File: config.mk
export PLATFORM = sky130hd
export DESIGN_NAME = command_line_word_splitter_top
export DESIGN_NICKNAME = d
export VERILOG_FILES = /design/src/sv/cmdws_pkg.sv /design/src/sv/cmdws_parse.sv /design/src/sv/cmdws_outbuf.sv /design/src/sv/command_line_word_splitter_top.sv
export SDC_FILE = /design/constraint.sdc
export NUM_CORES = 1
export LEC_CHECK = 0
export BUFFER_PORTS_ARGS = -buffer_cell sky130_fd_sc_hd__buf_2
export CAP_MARGIN = 30
export CORE_UTILIZATION = 45
export CTS_CLUSTER_DIAMETER = 50
export DETAILED_ROUTE_END_ITERATION = 6
export GPL_ROUTABILITY_DRIVEN = 0
export HOLD_SLACK_MARGIN = 0.06
export PLACE_DENSITY = 0.7
export SYNTH_ARGS = -nofsm -noshare
export SYNTH_HDL_FRONTEND = slang
export SYNTH_HIERARCHICAL = 1
export SYNTH_SLANG_ARGS = --single-unit
File: constraint.sdc
create_clock -name clk -period 11.15 [get_ports clk]
set_clock_uncertainty 0.2 [all_clocks]
set_input_delay 0.5575 -clock clk [delete_from_list [all_inputs] [get_ports clk]]
set_output_delay 0.5575 -clock clk [all_outputs]
set_load 0.02 [all_outputs]
File: src/sv/cmdws_pkg.sv
// shared types and constants of the command line word splitter
`default_nettype none

package cmdws_pkg;

    // characters the parser looks for
    localparam logic [7:0] CH_SPACE   = 8'h20;
    localparam logic [7:0] CH_TAB     = 8'h09;
    localparam logic [7:0] CH_DQUOTE  = 8'h22;
    localparam logic [7:0] CH_SQUOTE  = 8'h27;
    localparam logic [7:0] CH_PERCENT = 8'h25;
    localparam logic [7:0] CH_LBRACE  = 8'h7B;
    localparam logic [7:0] CH_RBRACE  = 8'h7D;
    localparam logic [7:0] CH_BSLASH  = 8'h5C;

    localparam logic [3:0] MAX_NEST = 4'd15;

    // parse modes
    localparam logic [1:0] MODE_IDLE  = 2'd0;
    localparam logic [1:0] MODE_WORD  = 2'd1;
    localparam logic [1:0] MODE_QUOTE = 2'd2;
    localparam logic [1:0] MODE_VAR   = 2'd3;

    // result kinds
    localparam logic [1:0] KIND_DATA   = 2'd0;
    localparam logic [1:0] KIND_WEND   = 2'd1;
    localparam logic [1:0] KIND_STATUS = 2'd2;

    // status codes
    localparam logic [2:0] ST_OK           = 3'd0;
    localparam logic [2:0] ST_TOO_LONG     = 3'd1;
    localparam logic [2:0] ST_FINAL_BSLASH = 3'd2;
    localparam logic [2:0] ST_NO_SPACE     = 3'd3;
    localparam logic [2:0] ST_BAD_STRING   = 3'd4;
    localparam logic [2:0] ST_BAD_VAR      = 3'd5;
    localparam logic [2:0] ST_EMPTY        = 3'd6;
    localparam logic [2:0] ST_TOO_DEEP     = 3'd7;

    // configuration register indexes
    localparam logic REG_BUF_LEN   = 1'b0;
    localparam logic REG_MAX_WORDS = 1'b1;

    // reset values of the derived limits (buffer 1024, 32 word slots)
    localparam logic [15:0] LEN_LIMIT_RESET  = 16'd1023;
    localparam logic [5:0]  WORD_LIMIT_RESET = 6'd31;

    // per-word operations before space and stop checks
    localparam logic [1:0] OP_DATA = 2'd0;
    localparam logic [1:0] OP_WEND = 2'd1;
    localparam logic [1:0] OP_FAIL = 2'd2;
    localparam logic [1:0] OP_HALT = 2'd3;

    localparam int RES_SLOTS = 4;

    typedef struct packed {
        logic       last;
        logic [5:0] count;
        logic [2:0] status;
        logic [1:0] kind;
        logic [7:0] data;
    } res_t;

    typedef struct packed {
        res_t [RES_SLOTS-1:0] r;
        logic [2:0]           n;
    } res_bundle_t;

endpackage

`default_nettype wire

File: src/sv/cmdws_parse.sv
// parser state, configuration limits and per-byte result generation
`default_nettype none

module cmdws_parse import cmdws_pkg::*; (
    input  wire logic        clk,
    input  wire logic        rst_n,
    input  wire logic        cfg_we,
    input  wire logic        cfg_index,
    input  wire logic [15:0] cfg_data,
    input  wire logic        accept,
    input  wire logic [7:0]  in_byte,
    input  wire logic        last_byte,
    output res_bundle_t      bundle
);

    logic [15:0] lim_reg;
    logic [5:0]  wlim_reg;

    logic [1:0]  mode_reg;
    logic [7:0]  oq_reg;
    logic [7:0]  iq_reg;
    logic        iiq_reg;
    logic        esc_reg;
    logic        pp_reg;
    logic        pb_reg;
    logic [3:0]  nest_reg;
    logic [5:0]  words_reg;
    logic [15:0] pos_reg;
    logic [16:0] len_reg;
    logic [2:0]  err_reg;
    logic        stop_reg;

    // working copies of the state during one byte
    logic [1:0]  mode;
    logic [7:0]  oq;
    logic [7:0]  iq;
    logic        iiq;
    logic        esc;
    logic        pp;
    logic        pb;
    logic [3:0]  nest;
    logic [5:0]  words;
    logic        do_word;
    logic        do_open;
    logic        handled;
    logic        is_blank;

    logic [1:0]  op_kind [RES_SLOTS];
    logic [7:0]  op_byte [RES_SLOTS];
    logic [2:0]  op_code [RES_SLOTS];
    logic [2:0]  n_ops;

    logic [RES_SLOTS-1:0] full_at;
    logic        stp;
    logic [2:0]  err;
    logic [2:0]  k;
    logic [2:0]  rn;
    logic [2:0]  st;
    logic [16:0] pos_sum;
    logic [15:0] pos_next;
    logic [16:0] len_next;
    res_t [RES_SLOTS-1:0] res;

    logic [6:0]  mw;
    logic [6:0]  mw_m1;

    assign mw    = cfg_data[6:0];
    assign mw_m1 = mw - 7'd1;

    // limits are stored already derived
    always_ff @(posedge clk or negedge rst_n)
    begin
        if (!rst_n)
        begin
            lim_reg  <= LEN_LIMIT_RESET;
            wlim_reg <= WORD_LIMIT_RESET;
        end
        else if (cfg_we)
        begin
            unique case (cfg_index)
                REG_BUF_LEN:
                begin
                    lim_reg <= (cfg_data == 16'd0) ? 16'd0 : cfg_data - 16'd1;
                end
                REG_MAX_WORDS:
                begin
                    if (mw < 7'd2)
                        wlim_reg <= 6'd1;
                    else if (mw_m1 > 7'd63)
                        wlim_reg <= 6'd63;
                    else
                        wlim_reg <= mw_m1[5:0];
                end
            endcase
        end
    end

    assign is_blank = (in_byte == CH_SPACE) || (in_byte == CH_TAB);

    // byte parsing: builds an ordered list of operations
    always_comb
    begin
        mode    = mode_reg;
        oq      = oq_reg;
        iq      = iq_reg;
        iiq     = iiq_reg;
        esc     = esc_reg;
        pp      = pp_reg;
        pb      = pb_reg;
        nest    = nest_reg;
        words   = words_reg;
        do_word = 1'b0;
        do_open = 1'b0;
        handled = 1'b0;
        n_ops   = 3'd0;
        for (int j = 0; j < RES_SLOTS; j++)
        begin
            op_kind[j] = OP_DATA;
            op_byte[j] = 8'd0;
            op_code[j] = ST_OK;
        end

        if (!stop_reg)
        begin
            unique case (mode_reg)
                MODE_IDLE:
                begin
                    if (!is_blank)
                    begin
                        if (words != 6'd63)
                            words = words + 6'd1;
                        if (words >= wlim_reg)
                        begin
                            op_kind[n_ops[1:0]] = OP_HALT;
                            n_ops = n_ops + 3'd1;
                        end
                        else
                        begin
                            mode    = MODE_WORD;
                            do_word = 1'b1;
                        end
                    end
                end
                MODE_WORD:
                begin
                    do_word = 1'b1;
                end
                MODE_QUOTE:
                begin
                    if (esc)
                    begin
                        op_kind[n_ops[1:0]] = OP_DATA;
                        op_byte[n_ops[1:0]] = in_byte;
                        n_ops = n_ops + 3'd1;
                        esc = 1'b0;
                    end
                    else if (in_byte == CH_BSLASH)
                    begin
                        op_kind[n_ops[1:0]] = OP_DATA;
                        op_byte[n_ops[1:0]] = in_byte;
                        n_ops = n_ops + 3'd1;
                        esc = 1'b1;
                    end
                    else if (in_byte == oq)
                    begin
                        mode = MODE_WORD;
                    end
                    else
                    begin
                        op_kind[n_ops[1:0]] = OP_DATA;
                        op_byte[n_ops[1:0]] = in_byte;
                        n_ops = n_ops + 3'd1;
                    end
                end
                MODE_VAR:
                begin
                    if (iiq)
                    begin
                        op_kind[n_ops[1:0]] = OP_DATA;
                        op_byte[n_ops[1:0]] = in_byte;
                        n_ops = n_ops + 3'd1;
                        if (esc)
                            esc = 1'b0;
                        else if (in_byte == CH_BSLASH)
                            esc = 1'b1;
                        else if (in_byte == iq)
                            iiq = 1'b0;
                    end
                    else if (esc)
                    begin
                        op_kind[n_ops[1:0]] = OP_DATA;
                        op_byte[n_ops[1:0]] = in_byte;
                        n_ops = n_ops + 3'd1;
                        esc = 1'b0;
                    end
                    else
                    begin
                        if (pp)
                        begin
                            pp = 1'b0;
                            if (in_byte == CH_LBRACE)
                            begin
                                do_open = 1'b1;
                                handled = 1'b1;
                            end
                            else
                            begin
                                op_kind[n_ops[1:0]] = OP_DATA;
                                op_byte[n_ops[1:0]] = CH_PERCENT;
                                n_ops = n_ops + 3'd1;
                            end
                        end
                        if (!handled)
                        begin
                            priority if (in_byte == CH_DQUOTE || in_byte == CH_SQUOTE)
                            begin
                                op_kind[n_ops[1:0]] = OP_DATA;
                                op_byte[n_ops[1:0]] = in_byte;
                                n_ops = n_ops + 3'd1;
                                iq  = in_byte;
                                iiq = 1'b1;
                            end
                            else if (in_byte == CH_RBRACE)
                            begin
                                op_kind[n_ops[1:0]] = OP_DATA;
                                op_byte[n_ops[1:0]] = in_byte;
                                n_ops = n_ops + 3'd1;
                                if (nest != 4'd0)
                                    nest = nest - 4'd1;
                                if (nest == 4'd0)
                                    mode = MODE_WORD;
                            end
                            else if (in_byte == CH_BSLASH)
                            begin
                                op_kind[n_ops[1:0]] = OP_DATA;
                                op_byte[n_ops[1:0]] = in_byte;
                                n_ops = n_ops + 3'd1;
                                esc = 1'b1;
                            end
                            else if (in_byte == CH_PERCENT)
                            begin
                                pp = 1'b1;
                            end
                            else
                            begin
                                op_kind[n_ops[1:0]] = OP_DATA;
                                op_byte[n_ops[1:0]] = in_byte;
                                n_ops = n_ops + 3'd1;
                            end
                        end
                    end
                end
            endcase

            // ordinary word character, with pending backslash or percent first
            if (do_word)
            begin
                if (pb)
                begin
                    pb = 1'b0;
                    op_kind[n_ops[1:0]] = OP_DATA;
                    if (in_byte == CH_SPACE)
                    begin
                        op_byte[n_ops[1:0]] = CH_SPACE;
                        handled = 1'b1;
                    end
                    else
                    begin
                        op_byte[n_ops[1:0]] = CH_BSLASH;
                    end
                    n_ops = n_ops + 3'd1;
                end
                if (!handled && pp)
                begin
                    pp = 1'b0;
                    if (in_byte == CH_LBRACE)
                    begin
                        do_open = 1'b1;
                        handled = 1'b1;
                    end
                    else
                    begin
                        op_kind[n_ops[1:0]] = OP_DATA;
                        op_byte[n_ops[1:0]] = CH_PERCENT;
                        n_ops = n_ops + 3'd1;
                    end
                end
                if (!handled)
                begin
                    priority if (is_blank)
                    begin
                        op_kind[n_ops[1:0]] = OP_WEND;
                        n_ops = n_ops + 3'd1;
                        mode = MODE_IDLE;
                    end
                    else if (in_byte == CH_DQUOTE || in_byte == CH_SQUOTE)
                    begin
                        oq   = in_byte;
                        mode = MODE_QUOTE;
                    end
                    else if (in_byte == CH_PERCENT)
                    begin
                        pp = 1'b1;
                    end
                    else if (in_byte == CH_BSLASH)
                    begin
                        pb = 1'b1;
                    end
                    else
                    begin
                        op_kind[n_ops[1:0]] = OP_DATA;
                        op_byte[n_ops[1:0]] = in_byte;
                        n_ops = n_ops + 3'd1;
                    end
                end
            end

            // opening a variable level
            if (do_open)
            begin
                if (nest >= MAX_NEST)
                begin
                    op_kind[n_ops[1:0]] = OP_FAIL;
                    op_code[n_ops[1:0]] = ST_TOO_DEEP;
                    n_ops = n_ops + 3'd1;
                end
                else
                begin
                    op_kind[n_ops[1:0]] = OP_DATA;
                    op_byte[n_ops[1:0]] = CH_PERCENT;
                    n_ops = n_ops + 3'd1;
                    op_kind[n_ops[1:0]] = OP_DATA;
                    op_byte[n_ops[1:0]] = CH_LBRACE;
                    n_ops = n_ops + 3'd1;
                    nest = nest + 4'd1;
                    mode = MODE_VAR;
                end
            end

            // end of command: flush pending byte, close the word or fail
            if (last_byte)
            begin
                if (pb || pp)
                begin
                    op_kind[n_ops[1:0]] = OP_DATA;
                    op_byte[n_ops[1:0]] = pb ? CH_BSLASH : CH_PERCENT;
                    n_ops = n_ops + 3'd1;
                end
                unique case (mode)
                    MODE_QUOTE:
                    begin
                        op_kind[n_ops[1:0]] = OP_FAIL;
                        op_code[n_ops[1:0]] = ST_BAD_STRING;
                        n_ops = n_ops + 3'd1;
                    end
                    MODE_VAR:
                    begin
                        op_kind[n_ops[1:0]] = OP_FAIL;
                        op_code[n_ops[1:0]] = ST_BAD_VAR;
                        n_ops = n_ops + 3'd1;
                    end
                    MODE_WORD:
                    begin
                        op_kind[n_ops[1:0]] = OP_WEND;
                        n_ops = n_ops + 3'd1;
                    end
                    MODE_IDLE:
                    begin
                    end
                endcase
            end
        end
    end

    // buffer full flags for each number of positions taken in this byte
    always_comb
    begin
        for (int j = 0; j < RES_SLOTS; j++)
            full_at[j] = ({1'b0, pos_reg} + 17'(j)) >= {1'b0, lim_reg};
    end

    assign len_next = (len_reg == 17'h1FFFF) ? len_reg : len_reg + 17'd1;

    // apply operations in order: space check, first error, stop
    always_comb
    begin
        stp = stop_reg;
        err = err_reg;
        k   = 3'd0;
        rn  = 3'd0;
        st  = ST_OK;
        res = '0;
        for (int j = 0; j < RES_SLOTS; j++)
        begin
            if ((3'(j) < n_ops) && !stp)
            begin
                unique case (op_kind[j])
                    OP_DATA:
                    begin
                        if (full_at[k[1:0]])
                        begin
                            stp = 1'b1;
                            if (err == ST_OK)
                                err = ST_NO_SPACE;
                        end
                        else
                        begin
                            res[rn[1:0]].kind = KIND_DATA;
                            res[rn[1:0]].data = op_byte[j];
                            rn = rn + 3'd1;
                            k  = k + 3'd1;
                        end
                    end
                    OP_WEND:
                    begin
                        res[rn[1:0]].kind = KIND_WEND;
                        rn = rn + 3'd1;
                        k  = k + 3'd1;
                    end
                    OP_FAIL:
                    begin
                        stp = 1'b1;
                        err = op_code[j];
                    end
                    OP_HALT:
                    begin
                        stp = 1'b1;
                    end
                endcase
            end
        end

        priority if (len_next > {1'b0, lim_reg})
            st = ST_TOO_LONG;
        else if (in_byte == CH_BSLASH)
            st = ST_FINAL_BSLASH;
        else if (err != ST_OK)
            st = err;
        else if (words == 6'd0)
            st = ST_EMPTY;
        else
            st = ST_OK;

        if (last_byte)
        begin
            res[rn[1:0]].kind   = KIND_STATUS;
            res[rn[1:0]].status = st;
            res[rn[1:0]].count  = words;
            rn = rn + 3'd1;
        end

        for (int j = 0; j < RES_SLOTS; j++)
            res[j].last = ((3'(j) + 3'd1) == rn);
    end

    assign pos_sum  = {1'b0, pos_reg} + 17'(k);
    assign pos_next = pos_sum[16] ? 16'hFFFF : pos_sum[15:0];

    assign bundle.r = res;
    assign bundle.n = rn;

    always_ff @(posedge clk or negedge rst_n)
    begin
        if (!rst_n)
        begin
            mode_reg  <= MODE_IDLE;
            oq_reg    <= 8'd0;
            iq_reg    <= 8'd0;
            iiq_reg   <= 1'b0;
            esc_reg   <= 1'b0;
            pp_reg    <= 1'b0;
            pb_reg    <= 1'b0;
            nest_reg  <= 4'd0;
            words_reg <= 6'd0;
            pos_reg   <= 16'd0;
            len_reg   <= 17'd0;
            err_reg   <= ST_OK;
            stop_reg  <= 1'b0;
        end
        else if (accept)
        begin
            if (last_byte)
            begin
                // command done: back to the reset state
                mode_reg  <= MODE_IDLE;
                oq_reg    <= 8'd0;
                iq_reg    <= 8'd0;
                iiq_reg   <= 1'b0;
                esc_reg   <= 1'b0;
                pp_reg    <= 1'b0;
                pb_reg    <= 1'b0;
                nest_reg  <= 4'd0;
                words_reg <= 6'd0;
                pos_reg   <= 16'd0;
                len_reg   <= 17'd0;
                err_reg   <= ST_OK;
                stop_reg  <= 1'b0;
            end
            else
            begin
                mode_reg  <= mode;
                oq_reg    <= oq;
                iq_reg    <= iq;
                iiq_reg   <= iiq;
                esc_reg   <= esc;
                pp_reg    <= pp;
                pb_reg    <= pb;
                nest_reg  <= nest;
                words_reg <= words;
                pos_reg   <= pos_next;
                len_reg   <= len_next;
                err_reg   <= err;
                stop_reg  <= stp;
            end
        end
    end

endmodule

`default_nettype wire

File: src/sv/cmdws_outbuf.sv
// result register: holds the words of one byte and hands them out one a cycle while out_ready is high
`default_nettype none

module cmdws_outbuf import cmdws_pkg::*; (
    input  wire logic  clk,
    input  wire logic  rst_n,
    input  wire logic  load,
    input  wire res_bundle_t bundle,
    input  wire logic  out_ready,
    output logic       out_valid,
    output res_t       out_word,
    output logic       in_ready
);

    res_t [RES_SLOTS-1:0] q_reg;
    logic [2:0] cnt_reg;
    logic [1:0] rd_reg;
    logic       pop;

    assign out_valid = (cnt_reg != 3'd0);
    assign out_word  = q_reg[rd_reg];
    assign pop       = out_valid && out_ready;

    // new byte may enter once the last waiting word leaves this cycle
    assign in_ready = (cnt_reg == 3'd0) || ((cnt_reg == 3'd1) && out_ready);

    always_ff @(posedge clk or negedge rst_n)
    begin
        if (!rst_n)
        begin
            cnt_reg <= 3'd0;
            rd_reg  <= 2'd0;
        end
        else if (load)
        begin
            cnt_reg <= bundle.n;
            rd_reg  <= 2'd0;
        end
        else if (pop)
        begin
            cnt_reg <= cnt_reg - 3'd1;
            rd_reg  <= rd_reg + 2'd1;
        end
    end

    always_ff @(posedge clk)
    begin
        if (load)
            q_reg <= bundle.r;
    end

endmodule

`default_nettype wire

File: src/sv/command_line_word_splitter_top.sv
// Command line word splitter: splits a byte stream into words with a status per command.
//
// Input stream s_*: one command byte per word, s_tlast on the final byte of a command.
// Output stream m_*: data bytes (m_tuser 0), end-of-word marks (1) and one final status
// (2) carrying the word count; m_tlast marks the last word caused by one input byte.
// Configuration: cfg_we with cfg_index 0 writes the buffer length, index 1 the number
// of word slots; write only while no command byte is in flight.
// Latency: the words of an accepted byte appear on m_* in the next cycle.
// Throughput: one byte per cycle while each byte gives at most one word and m_tready is
// high; a byte giving more words (up to four) holds the input until the last of them is
// taken by the single output port that drains the result register one word a cycle.
// A byte may be accepted in the cycle its predecessor's last word is taken, so the
// result register parts the two sides without bubbles.
// Stalls: with m_tready low the waiting words hold and s_tready drops.
// Reset: parser returns to the idle state, limits return to 1024 bytes and 32 slots,
// and any words not yet taken are dropped.
`default_nettype none

module command_line_word_splitter_top import cmdws_pkg::*; (
    input  wire logic        clk,
    input  wire logic        rst_n,
    input  wire logic        cfg_we,
    input  wire logic        cfg_index,
    input  wire logic [15:0] cfg_data,
    input  wire logic        s_tvalid,
    output logic             s_tready,
    input  wire logic [7:0]  s_tdata,   // in_byte
    input  wire logic        s_tlast,   // last_byte
    output logic             m_tvalid,
    input  wire logic        m_tready,
    output logic [23:0]      m_tdata,   // out_byte, status, word_count, zero fill
    output logic [1:0]       m_tuser,   // kind
    output logic             m_tlast    // last
);

    res_bundle_t bundle;
    res_t        word;
    logic        accept;

    assign accept = s_tvalid && s_tready;

    cmdws_parse u_parse (
        .clk       (clk),
        .rst_n     (rst_n),
        .cfg_we    (cfg_we),
        .cfg_index (cfg_index),
        .cfg_data  (cfg_data),
        .accept    (accept),
        .in_byte   (s_tdata),
        .last_byte (s_tlast),
        .bundle    (bundle)
    );

    cmdws_outbuf u_outbuf (
        .clk       (clk),
        .rst_n     (rst_n),
        .load      (accept),
        .bundle    (bundle),
        .out_ready (m_tready),
        .out_valid (m_tvalid),
        .out_word  (word),
        .in_ready  (s_tready)
    );

    assign m_tdata = {7'd0, word.count, word.status, word.data};
    assign m_tuser = word.kind;
    assign m_tlast = word.last;

    // a final status is always the last word of its byte
    a_status_last: assert property (@(posedge clk) disable iff (!rst_n)
        (m_tvalid && m_tuser == KIND_STATUS) |-> m_tlast)
        else $error("status word without last flag");

    // data and end-of-word marks carry no status or count
    a_clean_fields: assert property (@(posedge clk) disable iff (!rst_n)
        (m_tvalid && m_tuser != KIND_STATUS) |-> (m_tdata[16:8] == 9'd0))
        else $error("status or count set on a non-status word");

    // input taken while output waits only when the final waiting word leaves
    a_ready_overlap: assert property (@(posedge clk) disable iff (!rst_n)
        (s_tready && m_tvalid) |-> (m_tready && m_tlast))
        else $error("byte accepted while earlier words still wait");

endmodule

`default_nettype wire

==> key figures <==
Global route
  – First-pass GRT wire length: 75,200 µm
  – Largest net degree at the start of global routing: 71
  – Initial antenna violation count: 0
  – Vias in the first global route: 14,500
  – Grt ovf: 0
  – Overall Global Routing Usage: 25.8%

Timing
  – Least-Margin Pin Slew: 1.01 ns
  – Period utilization: 99.3%
  – Final hold vios: 0
  – Endpoints failing setup: 0
  – Worst slew margin: 32.4%
  – RSZ-0062 raised after global routing: true
  – Post-route minimum period: 11.08 ns
  – Highest clock rate: 0.0903 GHz
  – Final Max Tran Viols: 0

Run
  – Max Cap Violations: 0

Clocking
  – Worst skew pair latency: 0.46 ns
  – CTS tree: built
  – TritonCTS Sinks: 176
  – Clock Root Buffer: clkbuf_16
  – H-tree levels: 4
  – Cts bufs inserted: 17
  – Worst-case clock buffer depth: 2
  – Clock slew at reported path FFs: 0.08 ns

Floorplan
  – IO Pins: 60
  – Die Ht: 191 µm
  – Core area: 0.0349 mm²
  – Die width: 191 µm
  – Rows: 68
  – Die area: 0.0365 mm²
  – Initial core utilization: 46.1%

Route
  – WL per Instance: 19.4 µm
  – Detailed Routing Iterations Pass 1: 7
  – DRT iter0 DRCs: 1,553
  – Vias/cell: 6.20
  – # DRC: 0
  – Drt total wl: 47,000 µm
  – Vias: 15,000
  – Post-route ant nets: 0

Power
  – P per Cell Area: 293 mW/mm²
  – Lkg Pwr: 8.06 nW
  – Tot Pwr: 5.43 mW
  – VDD IR max: 228 µV

Final layout
  – Layout cell share with drive strength beyond 1: 19.9%
  – Final Non-Filler Cells: 2,418
  – Synthesis-to-layout area growth: 15.1%
  – Max FFs per register: 80
  – Final Net Count: 2,123
  – Antenna fix cells: 0

Logic synthesis
  – Most numerous cell in the Yosys netlist: nand2_1
  – Yosys top cell by area: edfxtp_1
  – Synth Instances: 1,849
  – Register area share after synthesis: 30.0%
  – Syn_area_per_cell: 8.69 µm²
  – Synth Register Bits: 176
  – Async SR Flop Fraction: 54.5%
  – Ys Warns: 6
  – Synth Flop Type: dfrtp_1
  – Most area-consuming cells after synthesis: edfxtp_1 15%, dfrtp_1 13%, ha_1 11%
  – Synthesized area: 0.0161 mm²
  – Post-synth EDFFs: 80
  – Synth top area share: 14.9%
  – Library cells used by synthesis: 116
  – Top cells by instance count after synthesis: 166 x nand2_1, 159 x nor2_1, 141 x ha_1

Critical path
  – CP Class: reg -> reg
  – CP arrival: 11.26 ns
  – Max FO, Critical Path: 5
  – Crit. End Element: register
  – Critical-path top delay cell: dfrtp_1
  – Worst Path Required: 11.33 ns
  – CP Launch Type: register
  – Crit-path max cell delay: 0.39 ns
  – CP dominant cell by count: ha_4

Placed design
  – Placed insts: 2,348
  – Post-DP HPWL: 35,300 µm
  – Buffers on Ports: 52

Run status
  – Outcome: finished clean

Hold path
  – Worst Hold Class: in -> reg
==> critical path: cells and delay by family (launching register included) <==
kind / cells / cell delay (ns)
AOI/OAI and AO/OA: 22 / 3.97
and+or+nand+nor: 20 / 2.84
adders and majority gates: 12 / 2.81
DFF: 1 / 0.39
buffers and inverters: 5 / 0.32
muxes: 1 / 0.30
xor gates and xnor gates: 1 / 0.15
==> metrics by stage <==
step                hold WS, ns  util, %  TNS (ns)  cell area (µm²)  setup slack, ns
detailed placement        0.275     49.2     -3.91            17200           -0.352
global route              0.128     53.0    -10.08            18500           -0.462
global placement          0.267     49.2         0            17200           0.0197
CTS                      0.0961     51.5         0            18000          0.00465
floorplan                0.0619        -         0            16200          0.00719
finish                    0.116     53.0         0            18500           0.0743
==> cells by family (layout without fill, tap and decap cells) <==
logic type	count (synthesis)	count (layout)	synth area share, %
AO/OA/AOI/OAI	473	473	20.0
XOR/XNOR	103	103	5.85
adder cells (fa/ha/maj)	142	142	11.1
buffers and inverters	199	307	5.19
flip-flops	176	176	30.0
multiplexers	64	64	5.76
other	1	7	0.0233
AND/OR/NAND/NOR	691	691	22.1
==> layer usage <==
metal	up-vias	wire length (µm)	track usage, %
li1	6981	-	-
met2	634	22400	43.3
met4	0	1530	10.0
met5	-	0	0
met3	132	3090	3.38
met1	7234	20000	33.6
==> final timing paths <==
check	start	endpoint	slack [ns]	cells past startpoint
worst max-delay path	u_parse/words_reg[1]	u_parse/pos_reg[7]	0.07	61
worst min-delay path	cfg_data[0]	u_parse/lim_reg[0]	0.12	2
worst max register to register	u_parse/words_reg[1]	u_parse/pos_reg[7]	0.07	61
worst min register to register	u_parse/lim_reg[2]	u_parse/lim_reg[2]	0.29	2
max in group asynchronous	rst_n	u_parse/err_reg[1]	9.15	3
min in group asynchronous	rst_n	u_parse/oq_reg[6]	0.50	2
==> placed cells by master (no fill, tap or decap), drive strengths merged, types with 13 or more instances in the layout <==
| cell | instances |
|---|---|
| a31oi | 15 |
| edfxtp | 80 |
| o21ai | 112 |
| dfstp | 15 |
| clkbuf | 17 |
| a21o | 34 |
| nor4 | 17 |
| xnor2 | 64 |
| nand4 | 28 |
| xor2 | 39 |
| nand3 | 88 |
| nor2b | 26 |
| and3 | 31 |
| buf | 169 |
| and2 | 26 |
| nor3 | 49 |
| dfrtp | 81 |
| o21a | 27 |
| o22ai | 20 |
| a211oi | 13 |
| or2 | 16 |
| nor3b | 15 |
| a21oi | 118 |
| a22o | 15 |
| nand2 | 166 |
| mux4 | 20 |
| ha | 141 |
| nand2b | 19 |
| inv | 112 |
| mux2i | 35 |
| o211ai | 20 |
| nor2 | 161 |
==> repair_timing <==
action	in CTS	in global routing
hold buffers	1	0
setup endpoints to repair	18	98
gates resized for setup	14	85
pin swaps	8	51
buffers inserted	17	21
gates cloned	0	0
endpoints found under the hold margin	39	0
==> area by class of cell <==
class | count | area [µm²]
fillers | 3159 | 16400
multi-input cells | 1480 | 10900
repair buffers | 170 | 1180
clock inverters | 15 | 185
well taps | 455 | 569
flip-flops and latches | 176 | 4820
clock buffers | 17 | 425
inverters | 105 | 407
==> report_power, final <==
part           switching [mW]  leakage [nW]  internal [mW]
Combinational            2.16          5.78           1.61
Sequential              0.126          1.99          0.921
Clock                   0.305         0.293          0.305
Total                    2.59          8.06           2.84
Note: power is estimated with default switching activity, not from simulation.
